## config.mk

```make
export PLATFORM = sky130hd
export DESIGN_NAME = nv12_quad_to_rgb
export DESIGN_NICKNAME = d
export VERILOG_FILES = /design/src/rtl/core/nvq_pkg.sv /design/src/rtl/core/nvq_chroma.sv /design/src/rtl/core/nvq_lane.sv /design/src/rtl/core/nv12_quad_to_rgb.sv
export SDC_FILE = /design/constraint.sdc
export NUM_CORES = 2
export LEC_CHECK = 0
export BUFFER_PORTS_ARGS = -buffer_cell sky130_fd_sc_hd__buf_2
export CAP_MARGIN = 20
export CORE_UTILIZATION = 35
export DETAILED_ROUTE_END_ITERATION = 7
export PLACE_DENSITY_LB_ADDON = 0.1
export SYNTH_ARGS = -nofsm -noshare
export SYNTH_HDL_FRONTEND = slang
export SYNTH_SLANG_ARGS = --single-unit
export TNS_END_PERCENT = 5
```

## constraint.sdc

```tcl
create_clock -name clk -period 15.5 [get_ports clk]
set_input_delay 3.1 -clock clk [delete_from_list [all_inputs] [get_ports clk]]
set_output_delay 3.1 -clock clk [all_outputs]
set_load 0.02 [all_outputs]
```

## src/rtl/core/nvq_pkg.sv

```systemverilog
`default_nettype none

package nvq_pkg;

	localparam int PIX_W  = 8;
	localparam int OFF_W  = 9;
	localparam int COEF_W = 19;
	localparam int PROD_W = OFF_W + COEF_W;
	localparam int SUM_W  = PROD_W + 2;
	localparam int FRAC_W = 16;
	localparam int LANES  = 4;

	localparam logic signed [COEF_W-1:0] COEF_Y  = 19'sd76309;
	localparam logic signed [COEF_W-1:0] COEF_BU = 19'sd132201;
	localparam logic signed [COEF_W-1:0] COEF_GU = 19'sd25675;
	localparam logic signed [COEF_W-1:0] COEF_GV = 19'sd53279;
	localparam logic signed [COEF_W-1:0] COEF_RV = 19'sd104597;

	localparam logic signed [OFF_W-1:0] LUMA_OFS   = 9'sd16;
	localparam logic signed [OFF_W-1:0] CHROMA_OFS = 9'sd128;

	typedef struct packed {
		logic [PIX_W-1:0] luma_top_left;
		logic [PIX_W-1:0] luma_top_right;
		logic [PIX_W-1:0] luma_bottom_left;
		logic [PIX_W-1:0] luma_bottom_right;
		logic [PIX_W-1:0] chroma_blue;
		logic [PIX_W-1:0] chroma_red;
	} quad_t;

	typedef struct packed {
		logic [PIX_W-1:0] blue_top_left;
		logic [PIX_W-1:0] green_top_left;
		logic [PIX_W-1:0] red_top_left;
		logic [PIX_W-1:0] blue_top_right;
		logic [PIX_W-1:0] green_top_right;
		logic [PIX_W-1:0] red_top_right;
		logic [PIX_W-1:0] blue_bottom_left;
		logic [PIX_W-1:0] green_bottom_left;
		logic [PIX_W-1:0] red_bottom_left;
		logic [PIX_W-1:0] blue_bottom_right;
		logic [PIX_W-1:0] green_bottom_right;
		logic [PIX_W-1:0] red_bottom_right;
	} rgb_quad_t;

	// one pixel as it leaves a lane
	typedef struct packed {
		logic [PIX_W-1:0] blue;
		logic [PIX_W-1:0] green;
		logic [PIX_W-1:0] red;
	} bgr_t;

	// shared chroma products, one set per quad
	typedef struct packed {
		logic signed [PROD_W-1:0] blue_cb;
		logic signed [PROD_W-1:0] green_cb;
		logic signed [PROD_W-1:0] green_cr;
		logic signed [PROD_W-1:0] red_cr;
	} chroma_term_t;

	// remove the offset from an 8-bit sample
	function automatic logic signed [OFF_W-1:0] unbias(
		input logic [PIX_W-1:0] s,
		input logic signed [OFF_W-1:0] ofs
	);
		unbias = $signed({1'b0, s}) - ofs;
	endfunction

	// floor shift by the fraction width, then clamp to 0..255
	function automatic logic [PIX_W-1:0] to_byte(input logic signed [SUM_W-1:0] s);
		logic [PIX_W-1:0] r;
		if (s[SUM_W-1]) begin
			r = '0;
		end else if (|s[SUM_W-2:FRAC_W+PIX_W]) begin
			r = '1;
		end else begin
			r = s[FRAC_W+PIX_W-1:FRAC_W];
		end
		to_byte = r;
	endfunction

endpackage

`default_nettype wire

```

## src/rtl/core/nvq_chroma.sv

```systemverilog
`default_nettype none

module nvq_chroma (
	input  wire logic                 clk,
	input  wire logic                 load,
	input  wire logic [7:0]           chroma_blue,
	input  wire logic [7:0]           chroma_red,
	output nvq_pkg::chroma_term_t     terms
);
	import nvq_pkg::*;

	logic signed [OFF_W-1:0] cb;
	logic signed [OFF_W-1:0] cr;
	chroma_term_t terms_s1;

	assign cb = unbias(chroma_blue, CHROMA_OFS);
	assign cr = unbias(chroma_red, CHROMA_OFS);

	always_ff @(posedge clk) begin
		if (load) begin
			terms_s1.blue_cb  <= cb * COEF_BU;
			terms_s1.green_cb <= cb * COEF_GU;
			terms_s1.green_cr <= cr * COEF_GV;
			terms_s1.red_cr   <= cr * COEF_RV;
		end
	end

	assign terms = terms_s1;

endmodule

`default_nettype wire

```

## src/rtl/core/nvq_lane.sv

```systemverilog
`default_nettype none

module nvq_lane (
	input  wire logic                 clk,
	input  wire logic                 load,
	input  wire logic [7:0]           luma,
	input  wire nvq_pkg::chroma_term_t terms,
	output nvq_pkg::bgr_t             pix
);
	import nvq_pkg::*;

	logic signed [OFF_W-1:0]  y_off;
	logic signed [PROD_W-1:0] lum_s1;
	logic signed [SUM_W-1:0]  blue_sum;
	logic signed [SUM_W-1:0]  green_sum;
	logic signed [SUM_W-1:0]  red_sum;

	assign y_off = unbias(luma, LUMA_OFS);

	// scaled luma, lined up with the shared chroma products
	always_ff @(posedge clk) begin
		if (load) begin
			lum_s1 <= y_off * COEF_Y;
		end
	end

	always_comb begin
		blue_sum  = SUM_W'(lum_s1) + SUM_W'(terms.blue_cb);
		green_sum = SUM_W'(lum_s1) - SUM_W'(terms.green_cb) - SUM_W'(terms.green_cr);
		red_sum   = SUM_W'(lum_s1) + SUM_W'(terms.red_cr);
		pix.blue  = to_byte(blue_sum);
		pix.green = to_byte(green_sum);
		pix.red   = to_byte(red_sum);
	end

endmodule

`default_nettype wire

```

## src/rtl/core/nv12_quad_to_rgb.sv

```systemverilog
// channel | valid      | ready      | word
// --------+------------+------------+-----------------------------------
// in      | quad_valid | quad_ready | quad: four luma, shared cb/cr
// out     | pix_valid  | pix_ready  | pix: blue/green/red of four pixels
//
// an accepted quad goes through stage 1, then stage 2, to its pixel word; one quad
// per clock sustained while pix_ready holds, set by the two-stage multiply/sum pipeline
// stage 1 holds the luma products (one per lane) and the shared chroma products
// stage 2 is the merge register that packs the four lanes into one word
// arst_n clears only the stage valid flags
// a stalled output holds stage 2; stage 1 still fills behind it, so quad_ready
// drops only when both stages hold a word

`default_nettype none

module nv12_quad_to_rgb (
	input  wire logic              clk,
	input  wire logic              arst_n,
	input  wire logic              quad_valid,
	output logic                   quad_ready,
	input  wire nvq_pkg::quad_t    quad,
	output logic                   pix_valid,
	input  wire logic              pix_ready,
	output nvq_pkg::rgb_quad_t     pix
);
	import nvq_pkg::*;

	logic         valid_s1;
	logic         valid_s2;
	logic         adv1;
	logic         adv2;
	logic         load1;
	logic         load2;
	chroma_term_t terms;
	logic [PIX_W-1:0] luma [LANES];
	bgr_t         lane_pix [LANES];
	rgb_quad_t    pix_s2;

	// pipeline advance: a stage moves when the one after it has room
	assign adv2       = !valid_s2 || pix_ready;
	assign adv1       = !valid_s1 || adv2;
	assign quad_ready = adv1;
	assign load1      = quad_valid && adv1;
	assign load2      = valid_s1 && adv2;

	always_ff @(posedge clk or negedge arst_n) begin
		if (!arst_n) begin
			valid_s1 <= 1'b0;
			valid_s2 <= 1'b0;
		end else begin
			if (adv1) begin
				valid_s1 <= quad_valid;
			end
			if (adv2) begin
				valid_s2 <= valid_s1;
			end
		end
	end

	// lane order: upper left, upper right, lower left, lower right
	assign luma[0] = quad.luma_top_left;
	assign luma[1] = quad.luma_top_right;
	assign luma[2] = quad.luma_bottom_left;
	assign luma[3] = quad.luma_bottom_right;

	nvq_chroma u_chroma (
		.clk         (clk),
		.load        (load1),
		.chroma_blue (quad.chroma_blue),
		.chroma_red  (quad.chroma_red),
		.terms       (terms)
	);

	for (genvar i = 0; i < LANES; i++) begin : g_lane
		nvq_lane u_lane (
			.clk   (clk),
			.load  (load1),
			.luma  (luma[i]),
			.terms (terms),
			.pix   (lane_pix[i])
		);
	end

	// merge the lanes into the output word
	always_ff @(posedge clk) begin
		if (load2) begin
			pix_s2.blue_top_left      <= lane_pix[0].blue;
			pix_s2.green_top_left     <= lane_pix[0].green;
			pix_s2.red_top_left       <= lane_pix[0].red;
			pix_s2.blue_top_right     <= lane_pix[1].blue;
			pix_s2.green_top_right    <= lane_pix[1].green;
			pix_s2.red_top_right      <= lane_pix[1].red;
			pix_s2.blue_bottom_left   <= lane_pix[2].blue;
			pix_s2.green_bottom_left  <= lane_pix[2].green;
			pix_s2.red_bottom_left    <= lane_pix[2].red;
			pix_s2.blue_bottom_right  <= lane_pix[3].blue;
			pix_s2.green_bottom_right <= lane_pix[3].green;
			pix_s2.red_bottom_right   <= lane_pix[3].red;
		end
	end

	assign pix_valid = valid_s2;
	assign pix       = pix_s2;

endmodule

`default_nettype wire

```

# [Word-level counts from Yosys, hierarchy flattened]
# Cells that the tools add are included.
# Widths: inputs -> output; s select.
[op_classes] n_bitwise=0 n_eq_ne=0 n_addsub=22 n_shift=0 mul=8 n_reduce_logical=18 n_div=0 muxes=12 magnitude_cmp=0
[ops] cell="$mul 9x18->27 const B" count=5
[ops] cell="$add 27x28->29" count=4
[ops] cell="$sub 28x26->29" count=4
[ops] cell="$add 27x27->28" count=4
[ops] cell="$sub 27x25->28" count=4
[ops] cell="$mux 8" count=12
[ops] cell="$reduce_or 5->1" count=12
[ops] cell="$sub 8x5->9 const B" count=4
[ops] cell="$mul 9x19->28 const B" count=1
[ops] cell="$mul 9x17->26 const B" count=1
[ops] cell="$mul 9x16->25 const B" count=1
[ops] cell="$sub 8x8->9 const B" count=2
[ops] cell="$logic_and 1x1->1" count=2
[ops] cell="$logic_not 1->1" count=2
[ops] cell="$logic_or 1x1->1" count=2
[word_totals] ram_bits=0 latch_bits=0 mem_bits_ro=0 memories=0 output_inout_bits=98 register_bits=312

# [Longest topological paths before layout]
[depth] word_depth=4 depth_mapped=23

# [Hierarchy]
# From an unflattened synthesis, not the netlist that was laid out.
[unflattened] hier_cells=4180 hier_area_um2=41833.9
[modules_own_cells] mod="nvq_lane (g_lane[2].u_lane ...)" area_per_inst_um2=6568.8 seq_area_each_um2=810.8 cells_per_inst=709 n_inst=2
[modules_own_cells] mod="nvq_chroma" area_per_inst_um2=11920.2 seq_area_each_um2=3123.0 cells_per_inst=1103 n_inst=1
[modules_own_cells] mod="nvq_lane (g_lane[0].u_lane)" area_per_inst_um2=6902.9 seq_area_each_um2=810.8 cells_per_inst=773 n_inst=1
[modules_own_cells] mod="nvq_lane (g_lane[1].u_lane)" area_per_inst_um2=6886.6 seq_area_each_um2=810.8 cells_per_inst=782 n_inst=1
[modules_own_cells] mod="nv12_quad_to_rgb" area_per_inst_um2=2986.6 seq_area_each_um2=2932.8 cells_per_inst=104 n_inst=1

# [Worst setup path before layout]
# No wires, ideal clock.
[synth_timing] path_type="input to register" start="input pix_ready" end="register g_lane[0].u_lane.lum_s1[0], enable pin" slack_ns=6.678 setup_ns=0.598 cell_stages=2 arrival_ns=8.224 n_path_buf=0 required_ns=14.902 path_cell_list="nand3b_1 -> and2_1"
[synth_via] elab_chain_len=3
[synth_lines] element="start, declared" line="nv12_quad_to_rgb.sv:23" text="input wire logic pix_ready,"
[synth_lines] element="$logic_or 1x1->1" line="nv12_quad_to_rgb.sv:40" text="assign adv2 = !valid_s2 || pix_ready;"
[synth_lines] element="$logic_or 1x1->1" line="nv12_quad_to_rgb.sv:41" text="assign adv1 = !valid_s1 || adv2;"
[synth_lines] element="$logic_and 1x1->1" line="nv12_quad_to_rgb.sv:43" text="assign load1 = quad_valid && adv1;"
[synth_lines] element="named net g_lane[0].u_lane.load" line="nvq_lane.sv:5" text="input wire logic load,"
[synth_lines] element="end signal, assigned" line="nvq_lane.sv:23" text="lum_s1 <= y_off * COEF_Y;"
[synth_lines] element="end, declared" line="nvq_lane.sv:13" text="logic signed [PROD_W-1:0] lum_s1;"
# The timed path passes the listed nets, and every way through them passes these cells.
# A chain may end at the register's enable or synchronous reset.

# [Worst setup path after layout]
[layout_timing] start="input quad[7] (netlist name)" end="register u_chroma.terms_s1, in the netlist u_chroma.terms[52] (data pin)"
[layout_via] elab_chain_len=2
[layout_lines] element="start, declared" line="nv12_quad_to_rgb.sv:21" text="input wire nvq_pkg::quad_t quad,"
[layout_lines] element="$sub 8x8->9" line="nvq_pkg.sv:66" text="unbias = $signed({1'b0, s}) - ofs;"
[layout_lines] element="$mul 9x17->26" line="nvq_chroma.sv:23" text="terms_s1.green_cr <= cr * COEF_GV;"
[layout_lines] element="end, declared" line="nvq_chroma.sv:14" text="chroma_term_t terms_s1;"
# Every way passes these cells.

==> results.ini <==
[pwr]
p_per_area_nw_per_um2=198
power.leakage_nw=20.7
irDropWorstVdd_v=0.000115

[hold_path]
whs_path_depth=1
holdCritStartpoint=valid_s1
hold_path.class=flip-flop to flip-flop

[place]
gp_congestion=0.887
place_hpwl_um=95500
port_buffers=149
dpl_cell_area_sq_um=41500

[route]
dr_total_vias=27600
finalWirelength_um=116000
drcViolationCount=0
routedWlPerCell_um=21.6
first_iter_violations=1410
dr.pass1.iters=7
via_per_inst=5.15
drtAntennaViolNets=0

[global_routing]
use_met1_pct=29.4
grt_pass1_vias=27700
grt_max_degree=65
grt.busiest_layer=met2
grt-ovfl-total=0
met3_usage_pct=2.03
met2_usage_pct=34.1
grt_pass1_wl_um=174000
track_usage_pct=20.8
antenna_found_initial=0

[critical_path]
rr_worst_depth=14
crit_fanout=19
worstPathRequired_ns=15.85
r2r_start=u_chroma.terms[0]
critical_path_class=input pin to flip-flop
critPathLaunchType=input pin
cp.arrival_ns=8.91
crit_path_end_kind=flip-flop
crit_path_start=quad[7]

[clock_tree]
cts_resized=0
holdBufCountCts=0
post_cts_buffers=0
cts-root-buf=clkbuf_16
cts_tree=built
clock_latency_ns=0.61
cts_buffers=42
cts.sinks=310
clockBufferDepth=3
h-tree-depth=2
clkSlewWorstSetupHoldPaths_ns=0.06

[yosys]
synthFlopType=edfxtp_1
synth_top_area_share_pct=30.3
syn_area_per_cell_sq_um=10.6
ys_ff_latch=310
seq_area_frac_synth_pct=24.0
async_flop_share_pct=0.645
synth_compound_area_share_pct=13.4
synth_edf_count=308
synthAdderAreaFrac_pct=44.4
synth_top_cell_by_area=ha_1
yosys.area_share.simple_pct=8.62
synth.distinct_cells=80
synth_xor_area_share_pct=4.94
synth_warnings=0
yosys-top-cells-area=ha_1 (30%), edfxtp_1 (24%), fa_1 (14%), inv_1 (4.5%), xnor2_1 (3.3%)
syn-num-nets=4911
synth_top_family_by_area=adder cells
synth_area_sq_um=38800
synthCells=3646
synth_mux_area_share_pct=0.132

[timing]
layout_min_cycle_time_ns=8.56
finalSetupTns_ns=0
worstMarginPinSlew_ns=0.999
slew_headroom_pct=31.7
fin_crit_sh_pct=55.2
setup_viol=0
clock_skew_ns=0.0359
maxSlewViolCount=0
fmax_mhz=117
finalHoldViolCount=0
rsz0062_at_grt=false
whs_ns=0.500

[cells_and_area]
layout.nets=5119
area_growth_pct=10.8
drive_gt1_share_pct=7.41
stdcell_area_sq_um=43000

[outcome]
status=finished clean

[floorplan]
die_w_um=335
coreArea_sq_um=109000
start_util_pct=35.5
rows=121
io_pins=150
fp.dieH_um=335
die_area_sq_um=112000

[run]
max_cap_viol_count=0

[registers in the layout, indices dropped and copies added, names as in the netlist]
name	flops
valid_s1	1
pix	96
g_lane.u_lane.lum_s1	108
pix_valid	1
u_chroma.terms	104
[routing by layer]
metal  part of all wire [%]  wire, um  up-vias
met5                      0         0        -
met4                    2.2      2560        0
met3                    3.2      3750      110
met2                     46     52900      461
met1                     49     56600    13400
li1                       -         -    13700
[synthesized netlist by cell type, types with 71 or more instances]
cell,number
a21o_1,108
a21oi_1,241
edfxtp_1,308
fa_1,274
ha_1,939
inv_1,462
nand2_1,111
nor2_1,163
nor3_1,71
o21a_1,82
o21ai_0,101
xnor2_1,146
xor2_1,73
[where the power goes]
group	total, mW	switching (mW)	internal, mW
Clock	1.03	0.416	0.612
Sequential	1.72	0.376	1.34
Combinational	5.77	3.38	2.40
Total	8.52	4.17	4.35
[layout make-up]
| class | instances | area, sq um |
|---|---|---|
| Fill cell | 10900 | 66300 |
| Multi-Input combinational cell | 2873 | 27800 |
| Tap cell | 1476 | 1850 |
| Inverter | 462 | 1730 |
| Sequential cell | 310 | 9300 |
| Clock inverter | 32 | 355 |
| Timing Repair Buffer | 165 | 886 |
| Antenna cell | 2 | 5.00 |
| Clock buffer | 44 | 1080 |
[layout by cell type, fill, tap and decap left out, types with 22 or more instances in the layout]
| cell type | instances |
|---|---|
| a211oi_1 | 22 |
| a21o_1 | 108 |
| a21oi_1 | 241 |
| a31oi_1 | 32 |
| and3_1 | 29 |
| buf_2 | 149 |
| clkbuf_16 | 43 |
| edfxtp_1 | 308 |
| fa_1 | 274 |
| ha_1 | 939 |
| inv_1 | 462 |
| nand2_1 | 111 |
| nand2b_1 | 39 |
| nand3_1 | 59 |
| nand4_1 | 31 |
| nor2_1 | 163 |
| nor2b_1 | 45 |
| nor3_1 | 71 |
| o21a_1 | 82 |
| o21ai_0 | 101 |
| o21bai_1 | 30 |
| or3_1 | 23 |
| xnor2_1 | 146 |
| xor2_1 | 73 |
[logic make-up (layout without fill, tap and decap cells)]
family / after synthesis / count (layout)
AO/OA/AOI/OAI: 780 / 780
XOR/XNOR: 219 / 219
adder cells (fa/ha/maj): 1213 / 1213
buffers and inverters: 463 / 703
flip-flops: 310 / 310
multiplexers: 5 / 5
other: 0 / 2
AND/OR/NAND/NOR: 656 / 656
[worst max-delay path, stage by stage]
cell,delay [ns]
buf_2,0.19
inv_1,0.69
ha_1,0.41
inv_1,0.15
ha_1,0.27
fa_1,0.51
inv_1,0.05
fa_1,0.47
inv_1,0.05
ha_1,0.27
ha_1,0.32
a21o_1,0.19
a21oi_1,0.20
o21ai_0,0.17
a41oi_1,0.35
a211oi_1,0.20
a221oi_1,0.51
nor2_1,0.10
a2111oi_0,0.44
o21bai_1,0.14
xnor2_1,0.14
[per-stage QoR]
step                utilization (%)  setup WS [ns]  instances  total power [mW]
floorplan                         -           6.68       3646              5.69
global placement               38.0           6.44       5285              7.47
detailed placement             38.0           6.35       5285              7.45
CTS                            39.3           6.97       5361              8.56
global route                   39.3           6.48       5362              9.32
finish                         39.3           6.94       5364              8.52
[path summary, 6_finish.rpt]
kind / endpoint / slack (ns)
hold / removal: pix_valid / 0.50
hold reg to reg: pix_valid / 0.50
max in group asynchronous: pix_valid / 13.12
min in group asynchronous: valid_s1 / 2.28
setup reg to reg: pix[39] / 10.73
setup / recovery: u_chroma.terms[52] / 6.94
Note: power is estimated with default switching activity, not from simulation.
